$ cat config.mk
export PLATFORM = sky130hd
export DESIGN_NAME = binary_tree_event_arbiter_core
export DESIGN_NICKNAME = d
export VERILOG_FILES = /design/src/bta_pkg.sv /design/src/binary_tree_event_arbiter_core.sv /design/src/bta_step.sv
export SDC_FILE = /design/constraint.sdc
export NUM_CORES = 1
export LEC_CHECK = 0
export BUFFER_PORTS_ARGS = -buffer_cell sky130_fd_sc_hd__buf_2
export CELL_PAD_IN_SITES_DETAIL_PLACEMENT = 1
export CELL_PAD_IN_SITES_GLOBAL_PLACEMENT = 1
export CORE_ASPECT_RATIO = 1.5
export CORE_MARGIN = 10
export CORE_UTILIZATION = 45
export CTS_BUF_LIST = sky130_fd_sc_hd__clkbuf_2 sky130_fd_sc_hd__clkbuf_4 sky130_fd_sc_hd__clkbuf_8
export DETAILED_ROUTE_END_ITERATION = 12
export HOLD_SLACK_MARGIN = 0.12
export PLACE_DENSITY_LB_ADDON = 0.05
export SYNTH_ARGS = -nofsm -noshare
export SYNTH_HDL_FRONTEND = slang
export SYNTH_SLANG_ARGS = --single-unit
$ cat constraint.sdc
create_clock -name clk -period 4.15 [get_ports clk]
set_input_delay 0.83 -clock clk [delete_from_list [all_inputs] [get_ports clk]]
set_output_delay 0.83 -clock clk [all_outputs]
set_load 0.005 [all_outputs]
$ cat src/bta_pkg.sv
// Shared types and codes for the binary tree event arbiter.
// Item structs, request and answer codes and field widths; no dependencies.
`default_nettype none
package bta_pkg;

	localparam int ADDRESS_BITS_DEF = 12;
	localparam int KIND_W  = 3;
	localparam int LEVEL_W = 4;
	localparam int ADDR_W  = 12;
	localparam int COUNT_W = 16;

	localparam logic [KIND_W-1:0] KIND_GENERAL = 3'd0;
	localparam logic [KIND_W-1:0] KIND_GROUP   = 3'd1;
	localparam logic [KIND_W-1:0] KIND_SINGLE  = 3'd2;
	localparam logic [KIND_W-1:0] KIND_READ    = 3'd3;
	localparam logic [KIND_W-1:0] KIND_DONE    = 3'd4;
	localparam logic [KIND_W-1:0] KIND_IDLE    = 3'd5;

	localparam logic ACT_START  = 1'b0;
	localparam logic ACT_ANSWER = 1'b1;

	localparam logic [1:0] ANS_NONE    = 2'd0;
	localparam logic [1:0] ANS_ONE     = 2'd1;
	localparam logic [1:0] ANS_SEVERAL = 2'd2;

	typedef struct packed {
		logic       action;
		logic [1:0] answer;
	} in_item_t;

	typedef struct packed {
		logic [KIND_W-1:0]  request_kind;
		logic [LEVEL_W-1:0] level;
		logic [ADDR_W-1:0]  address;
		logic [COUNT_W-1:0] message_count;
	} out_item_t;

	// Run state that does not depend on the address width.
	typedef struct packed {
		logic [KIND_W-1:0]  last_kind;
		logic               tree_active;
		logic [COUNT_W-1:0] read_count;
	} ctl_t;

endpackage
`default_nettype wire

$ cat src/binary_tree_event_arbiter_core.sv
// Binary tree event arbiter: turns each partner answer into the next request.
// An accepted item waits in the input register; its result is registered at the output.
// Throughput: one item per cycle unless the output stalls; the answer held in the
// input register and the run state are resolved combinationally by bta_step.
// Reset: the tree is empty, the count and target are zero and the last request is idle.
`default_nettype none
module binary_tree_event_arbiter_core #(
	parameter int ADDRESS_BITS = bta_pkg::ADDRESS_BITS_DEF
) (
	input  logic                        clk,
	input  logic                        arst_n,
	input  logic                        in_valid,
	output logic                        in_ready,
	input  bta_pkg::in_item_t           in_data,
	output logic                        out_valid,
	input  logic                        out_ready,
	output bta_pkg::out_item_t          out_data,
	input  logic                        cfg_valid,
	output logic                        cfg_ready,
	input  logic [bta_pkg::COUNT_W-1:0] cfg_data
);
	import bta_pkg::*;

	localparam int LVL_W = $clog2(ADDRESS_BITS);

	logic                     valid_s1;
	in_item_t                 item_s1;
	logic                     out_valid_q;
	out_item_t                out_data_q;
	logic [COUNT_W-1:0]       target_q;
	ctl_t                     ctl_q;
	logic [LVL_W-1:0]         top_q;
	logic [ADDRESS_BITS-1:0]  phase_q;
	logic                     step_en;
	out_item_t                result;
	ctl_t                     ctl_d;
	logic [LVL_W-1:0]         top_d;
	logic [ADDRESS_BITS-1:0]  phase_d;

	assign step_en   = valid_s1 && (!out_valid_q || out_ready);
	assign in_ready  = !valid_s1 || step_en;
	assign cfg_ready = 1'b1;
	assign out_valid = out_valid_q;
	assign out_data  = out_data_q;

	bta_step #(
		.ADDRESS_BITS(ADDRESS_BITS),
		.LVL_W       (LVL_W)
	) u_step (
		.item   (item_s1),
		.ctl_q  (ctl_q),
		.top_q  (top_q),
		.phase_q(phase_q),
		.target (target_q),
		.result (result),
		.ctl_d  (ctl_d),
		.top_d  (top_d),
		.phase_d(phase_d)
	);

	always_ff @(posedge clk or negedge arst_n) begin
		if (!arst_n) begin
			valid_s1          <= 1'b0;
			out_valid_q       <= 1'b0;
			target_q          <= '0;
			ctl_q.last_kind   <= KIND_IDLE;
			ctl_q.tree_active <= 1'b0;
			ctl_q.read_count  <= '0;
			top_q             <= '0;
			phase_q           <= '0;
		end else begin
			if (cfg_valid && cfg_ready) begin
				target_q <= cfg_data;
			end
			if (in_ready) begin
				valid_s1 <= in_valid;
			end
			if (step_en) begin
				out_valid_q <= 1'b1;
				ctl_q       <= ctl_d;
				top_q       <= top_d;
				phase_q     <= phase_d;
			end else if (out_ready) begin
				out_valid_q <= 1'b0;
			end
		end
	end

	always_ff @(posedge clk) begin
		if (in_valid && in_ready) begin
			item_s1 <= in_data;
		end
		if (step_en) begin
			out_data_q <= result;
		end
	end

	// Outside a tree the level pointer always rests at the bottom.
	a_top_idle: assert property (@(posedge clk) disable iff (!arst_n)
		!ctl_q.tree_active |-> top_q == '0)
		else $error("level pointer not cleared outside a tree");

	a_top_range: assert property (@(posedge clk) disable iff (!arst_n)
		32'(top_q) < ADDRESS_BITS)
		else $error("level pointer beyond the address width");

	// Only group requests carry a level, and never level zero.
	a_group_level: assert property (@(posedge clk) disable iff (!arst_n)
		out_valid_q |-> ((out_data_q.request_kind == KIND_GROUP) == (out_data_q.level != '0)))
		else $error("request level does not match request kind");

	// A start item always yields a fresh run with a cleared count.
	a_start_clears: assert property (@(posedge clk) disable iff (!arst_n)
		step_en && item_s1.action == ACT_START |=> out_data_q.message_count == '0)
		else $error("start item did not clear the message count");

endmodule
`default_nettype wire

$ cat src/bta_step.sv
// Next-state and request logic for one partner answer of the arbiter.
// Purely combinational; depends on bta_pkg.
`default_nettype none
module bta_step #(
	parameter int ADDRESS_BITS = bta_pkg::ADDRESS_BITS_DEF,
	parameter int LVL_W = $clog2(ADDRESS_BITS)
) (
	input  bta_pkg::in_item_t          item,
	input  bta_pkg::ctl_t              ctl_q,
	input  logic [LVL_W-1:0]           top_q,
	input  logic [ADDRESS_BITS-1:0]    phase_q,
	input  logic [bta_pkg::COUNT_W-1:0] target,
	output bta_pkg::out_item_t         result,
	output bta_pkg::ctl_t              ctl_d,
	output logic [LVL_W-1:0]           top_d,
	output logic [ADDRESS_BITS-1:0]    phase_d
);
	import bta_pkg::*;

	logic               adv_found;
	logic [LVL_W-1:0]   adv_lvl;
	logic [COUNT_W-1:0] cnt_inc;
	logic [COUNT_W-1:0] cnt_next;
	logic               do_finish;
	logic               do_advance;
	logic               do_push;
	logic               do_read;
	logic               do_idle;
	logic               set_tree;
	logic [LVL_W-1:0]   push_lvl;
	logic [LVL_W-1:0]   child_lvl;
	logic [ADDR_W-1:0]  child_addr;
	logic [KIND_W-1:0]  kind;

	assign cnt_inc = (ctl_q.read_count == '1) ? ctl_q.read_count
		: ctl_q.read_count + COUNT_W'(1);

	// The walk resumes at the nearest level at or above the current one whose
	// second branch has not yet been taken.
	always_comb begin
		adv_found = 1'b0;
		adv_lvl   = top_q;
		for (int j = ADDRESS_BITS - 1; j >= 0; j--) begin
			if (LVL_W'(j) >= top_q && !phase_q[j]) begin
				adv_found = 1'b1;
				adv_lvl   = LVL_W'(j);
			end
		end
	end

	always_comb begin
		do_finish  = 1'b0;
		do_advance = 1'b0;
		do_push    = 1'b0;
		do_read    = 1'b0;
		do_idle    = 1'b0;
		set_tree   = 1'b0;
		push_lvl   = LVL_W'(ADDRESS_BITS - 1);
		cnt_next   = ctl_q.read_count;
		if (item.action == ACT_START) begin
			cnt_next  = '0;
			do_finish = 1'b1;
		end else begin
			case (ctl_q.last_kind)
				KIND_GENERAL: begin
					if (item.answer != ANS_NONE && item.answer != ANS_ONE) begin
						do_push  = 1'b1;
						set_tree = 1'b1;
					end else if (item.answer == ANS_ONE) begin
						do_read = 1'b1;
					end else begin
						do_finish = 1'b1;
					end
				end
				KIND_GROUP: begin
					if (item.answer == ANS_SEVERAL && top_q != '0) begin
						do_push  = 1'b1;
						push_lvl = top_q - LVL_W'(1);
					end else if (item.answer == ANS_ONE) begin
						do_read = 1'b1;
					end else begin
						do_advance = 1'b1;
					end
				end
				KIND_SINGLE: begin
					if (item.answer != ANS_NONE) begin
						cnt_next = cnt_inc;
					end
					do_advance = 1'b1;
				end
				KIND_READ: begin
					if (ctl_q.tree_active) begin
						if (item.answer != ANS_NONE) begin
							cnt_next = cnt_inc;
						end
						do_advance = 1'b1;
					end else begin
						cnt_next  = cnt_inc;
						do_finish = 1'b1;
					end
				end
				default: begin
					do_idle = 1'b1;
				end
			endcase
		end
		// A walk that has no branch left closes the tree.
		if (do_advance && !adv_found) begin
			do_advance = 1'b0;
			do_finish  = 1'b1;
		end
	end

	always_comb begin
		phase_d   = phase_q;
		top_d     = top_q;
		child_lvl = push_lvl;
		if (do_push) begin
			phase_d[push_lvl] = 1'b0;
			top_d             = push_lvl;
		end else if (do_advance) begin
			phase_d[adv_lvl] = 1'b1;
			top_d            = adv_lvl;
			child_lvl        = adv_lvl;
		end else if (do_finish) begin
			top_d = '0;
		end
	end

	// The prefix of a branch is its path from the root: the phase of each
	// level at or above it, placed least significant bit first.
	always_comb begin
		child_addr = '0;
		for (int i = 0; i < ADDR_W; i++) begin
			if (i < ADDRESS_BITS) begin
				child_addr[i] = phase_d[ADDRESS_BITS - 1 - i]
					&& (LVL_W'(ADDRESS_BITS - 1 - i) >= child_lvl);
			end
		end
	end

	always_comb begin
		result = '0;
		result.message_count = cnt_next;
		ctl_d            = ctl_q;
		ctl_d.read_count = cnt_next;
		if (set_tree) begin
			ctl_d.tree_active = 1'b1;
		end
		kind = KIND_IDLE;
		if (do_push || do_advance) begin
			if (child_lvl == '0) begin
				kind = KIND_SINGLE;
			end else begin
				kind         = KIND_GROUP;
				result.level = LEVEL_W'(child_lvl);
			end
			result.address = child_addr;
		end else if (do_read) begin
			kind = KIND_READ;
		end else if (do_finish) begin
			kind              = (cnt_next >= target) ? KIND_DONE : KIND_GENERAL;
			ctl_d.tree_active = 1'b0;
		end
		result.request_kind = kind;
		if (!do_idle) begin
			ctl_d.last_kind = kind;
		end
	end

endmodule
`default_nettype wire

[Yosys cells after proc, flatten, opt, wreduce, memory -nomap -nowiden]
Index checks and enable logic that the tools add are counted.
Storage, ports and cells
  register bits: 92
  output and inout port bits: 38
Cells by class
  $add $sub $neg: 2
  reduce and logical (&&, ||, !) cells: 59
  order comparisons: 29
  muxes and demuxes: 78
  equality and inequality tests: 7
  bitwise logic cells: 5
Operator list (count)
  2-to-1 mux 4 bit: 20
  2-to-1 mux 16 bit: 4
  2-to-1 mux 1 bit: 40
  greater-or-equal comparator 3 x 4 -> 1 bit (first input constant): 8
  greater-or-equal comparator 4 bit (first input constant): 8
  one-hot mux 16 bit (2 select lines): 1
  logical AND 1 bit: 31
  2-to-1 mux 12 bit: 2
  adder 16 x 1 -> 16 bit (second input constant): 1
  == test 16 bit (second input constant): 1
  greater-or-equal comparator 1 x 4 -> 1 bit (first input constant): 4
  greater-or-equal comparator 16 bit: 1
  greater-or-equal comparator 2 x 4 -> 1 bit (first input constant): 4
  zero test 1 bit: 15
  bitwise AND 12 bit: 1
  2-to-1 mux 3 bit: 4
  inverter 12 bit: 1
  OR 12 bit: 1
  less-than comparator 4 x 5 -> 1 bit (second input constant): 2
  demux 1 bit (select 4 bit): 2
  greater-or-equal comparator 4 x 1 -> 1 bit (second input constant): 2
  == test 3 x 2 -> 1 bit (second input constant): 2
  one-hot mux 1 bit (2 select lines): 3
  zero test 4 bit: 1
  other kinds (16): 21

[Depth between registers and ports, before layout]
  depth after elaboration: 22
  depth in mapped cells: 15
  mapped depth without buffers: 15

[Modules after synthesis]
A second synthesis with hierarchy kept.
Unflattened totals
  cell total of the unflattened synthesis: 487
  area total of the unflattened synthesis: 5462.7 µm²
Modules (own cells, without submodules)
  binary_tree_event_arbiter_core: instances 1, seq. area each 2494.9 µm², cells an instance 158, area each 3299.4 µm²
  bta_step: instances 1, seq. area each 0.0 µm², cells an instance 329, area each 2163.3 µm²

[Worst setup path before layout]
Ideal clock, no wire load.
  kind: register to register
  start point: register ctl_q[17] (netlist name)
  end point: register out_data_q, in the netlist out_data[34] (data pin)
  required time: 3878 ps
  library setup time: 272 ps
  data arrival time: 2935 ps
  period minus slack after synthesis: 3207 ps
  stages on the path, launching flop included: 15
  slack: 943 ps
  cells stage by stage: dfstp_2 and2b_1 o31ai_1 a21oi_1 and4_1 nand4_1 xor2_1 nor2_1 ha_1 a21o_1 a21o_1 a21oi_1 o2111ai_1 a31oi_1 nor3_1
RTL lines
  to (signal assigned): RTL line binary_tree_event_arbiter_core.sv:94  | out_data_q <= result;
  to (decl): RTL line binary_tree_event_arbiter_core.sv:29  | out_item_t out_data_q;

==> results.cfg <==
[outcome]
status = finished, final reports clean

[cts]
cts_sinks = 92
tritoncts = yes
path_clk_slew_ns = 0.10
clock_path_buffers = 2
cts_max_level = 3
clk_root_buffer_cell = clkbuf_8
clk_latency_ns = 0.38
postCtsSetupRepairBufs = 0
cts_buffers = 9

[synth]
ys.flop_type = dfrtp_1
yosys_register_bits = 92
ys_types = 67
synth.cell_area_um2 = 5050
yosysSeqAreaShare = 0.494
synth_edf_count = 38
yosysWarnings = 0
async_reset_ff_frac = 0.587
synth_cells = 503
syn_area_per_cell_um2 = 10.0
synth_nets = 548

[place]
hpwl_um = 11300
place.gp.congestion = 0.927
dpl_cell_area_um2 = 5540
io_buffers = 60
dpl_worst_slack_ns = 0.316

[worst_setup_path]
worstPathMaxFanout = 8
path_buf_inv = 0
arrival_ns = 3.92
cpPeakStageDelay_ns = 0.59
regToRegSetupSlack_ns = 0.33
critPathKind = reg -> reg
worstPathCellList = and2b_1 > o31ai_1 > a21oi_1 > and4_1 > nand4_1 > xor2_1 > nor2_1 > ha_1 > a21o_1 > a21o_1 > a21oi_1 > o2111ai_1 > a31oi_1 > nor3_1
cp_slowest_cell = dfstp_2
required_ns = 4.25
crit_path_start_kind = flop
path_delay_family = compound AO/OA/AOI/OAI gates
end_kind = flop

[timing]
relSlewSlack = 0.422
hold_viol = 0
tightest_slew_ns = 0.859
fmax_ghz = 0.262
finalCriticalPeriod_ns = 3.82
finalSetupViolCount = 0
fin_worst_skew_ns = 0.0140
timing.final.ws_setup_ns = 0.328
min_period_over_period = 0.921
drv_slew = 0
fin_tns_setup_ns = 0
holdWs_ns = 0.505
grt_setup_unrepaired = false

[routing]
drc = 0
top_layer = met4
wl_met2_um = 8380
wirelength_um = 14600
via_count = 4129
drt-initial-drc-count = 131
wl_per_cell_um = 20.2
dr_wl_met3_um = 358
m1WireLength_um = 5230
via_per_inst = 5.73
first_pass_iters = 4
drtAntennaViolNets = 0

[pwr]
p_int_mw = 1.64
leakagePower_nw = 2.55
cellPowerDensity_nw_per_um2 = 465
switching_share = 0.384
switchingPower_mw = 1.02
clock_power_share = 0.217
ir_worst_vdd_uv = 216
combPwrFrac = 0.338
power.total_mw = 2.66
seqPwrFrac = 0.445

[layout]
areaGrowthSynthToFinish_pct = 13.4
nets = 613
final_layout_size_suffix_gt1_frac = 0.206
nFillCells = 1310
ff_latch_area_um2 = 2490
diodes = 0
multiInputGateArea_um2 = 2400
final_area_um2 = 5730

[floorplanning]
core_um2 = 11000
dieArea_um2 = 16000
die_x_um = 107
fp-row-count = 47
start_util = 0.459
dieHeight_um = 150
io_pins = 62

[grt]
antenna_found_initial = 0
grt_pass1_wl_um = 23700
grt_max_degree = 35
grt_pass1_vias = 4544
grt_usage = 0.191
overflow = 0

[flow_run]
maxCapViolCount = 0

[min_path]
min_path_type = in -> async
[worst paths after layout]
kind,startpoint,cells after the start,to
worst max-delay path,ctl_q[17],14,out_data[34]
worst min-delay path,arst_n,1,phase_q[6]
worst max register to register,ctl_q[17],14,out_data[34]
worst min register to register,valid_s1,1,out_valid
max in group asynchronous,arst_n,2,ctl_q[19]
min in group clk,valid_s1,1,out_valid
[logic make-up after synthesis]
kind of cell | count (synthesis) | synth area share
AO/OA/AOI/OAI | 139 | 0.180
XOR/XNOR | 10 | 0.0173
adder cells (fa/ha/maj) | 21 | 0.0520
buffers and inverters | 39 | 0.0315
flip-flops | 92 | 0.494
multiplexers | 19 | 0.0419
other | 1 | 0.000742
AND/OR/NAND/NOR | 182 | 0.183
[cells in the final DEF, fill, tap and decap left out, types with 6 or more instances in the layout]
cell / n
dfrtp_1: 52
o21ai_0: 51
and3_1: 9
nor3_1: 7
nand2_1: 53
clkbuf_8: 9
o21a_1: 7
buf_2: 60
xor2_1: 8
o31ai_1: 11
nor2b_1: 6
edfxtp_1: 38
nor2_1: 36
buf_4: 7
nand2b_1: 14
inv_1: 23
a21o_1: 10
a21oi_1: 19
ha_1: 21
mux2_2: 17
nand4_1: 8
nand3_1: 19
[flip-flops by register name, summed over array words and instances, names as in the netlist]
name       flops
top_q          4
target_q      16
valid_s1       1
out_valid      1
out_data      35
ctl_q         20
phase_q       12
item_s1        3
[Yosys cell counts, drive strengths merged, types with 4 or more instances]
| library cell | n | share of area |
|---|---|---|
| xor2 | 8 | 0.014 |
| nor3 | 8 | 0.0079 |
| dfrtp | 52 | 0.26 |
| nor2b | 6 | 0.0074 |
| and2 | 4 | 0.0050 |
| mux2 | 17 | 0.038 |
| ha | 21 | 0.052 |
| buf | 7 | 0.0077 |
| nand2b | 14 | 0.017 |
| nand2 | 55 | 0.042 |
| clkbuf | 7 | 0.0052 |
| a21o | 10 | 0.015 |
| inv | 24 | 0.018 |
| a31oi | 4 | 0.0050 |
| o21a | 7 | 0.010 |
| edfxtp | 38 | 0.23 |
| o21ai | 52 | 0.052 |
| nand4 | 8 | 0.0099 |
| nand3 | 19 | 0.019 |
| o22ai | 4 | 0.0050 |
| o31ai | 11 | 0.016 |
| and4 | 4 | 0.0069 |
| nor2 | 36 | 0.027 |
| a21oi | 19 | 0.019 |
| and3 | 9 | 0.011 |
[metrics by stage]
stage	instances	utilization
after floorplan	503	-
after global placement	704	0.504
after detailed placement	704	0.504
after CTS	720	0.521
after global routing	720	0.521
final	720	0.521
[area by class of cell]
cell class	count	area share
Multi-Input combinational cell	372	0.419
Timing Repair Buffer	68	0.0651
Inverter	25	0.0164
Clock buffer	9	0.0216
Clock inverter	7	0.0100
Tap cell	147	0.0321
Sequential cell	92	0.435
[what timing repair did]
action	CTS	global route
hold buffers	0	0
resized for setup	0	1
endpoints found under the setup margin	0	1
hold endpoints to repair	0	0
[routing by layer]
metal	global-route usage	up-vias
li1	-	1970
met1	0.182	2048
met2	0.374	74
met3	0.0301	37
met4	0.105	0
met5	0	-
[power by group through the flow]
stage / registers [mW] / clock network (mW) / logic [mW]
2_1_floorplan: 1.17 / 0 / 0.620
3_3_place_gp: 1.20 / 0 / 0.874
3_5_place_dp: 1.20 / 0 / 0.896
4_1_cts: 1.18 / 0.597 / 0.902
5_1_grt: 1.20 / 0.631 / 1.01
6_report: 1.19 / 0.579 / 0.900
No activity file was read; power rests on OpenSTA's default activity.
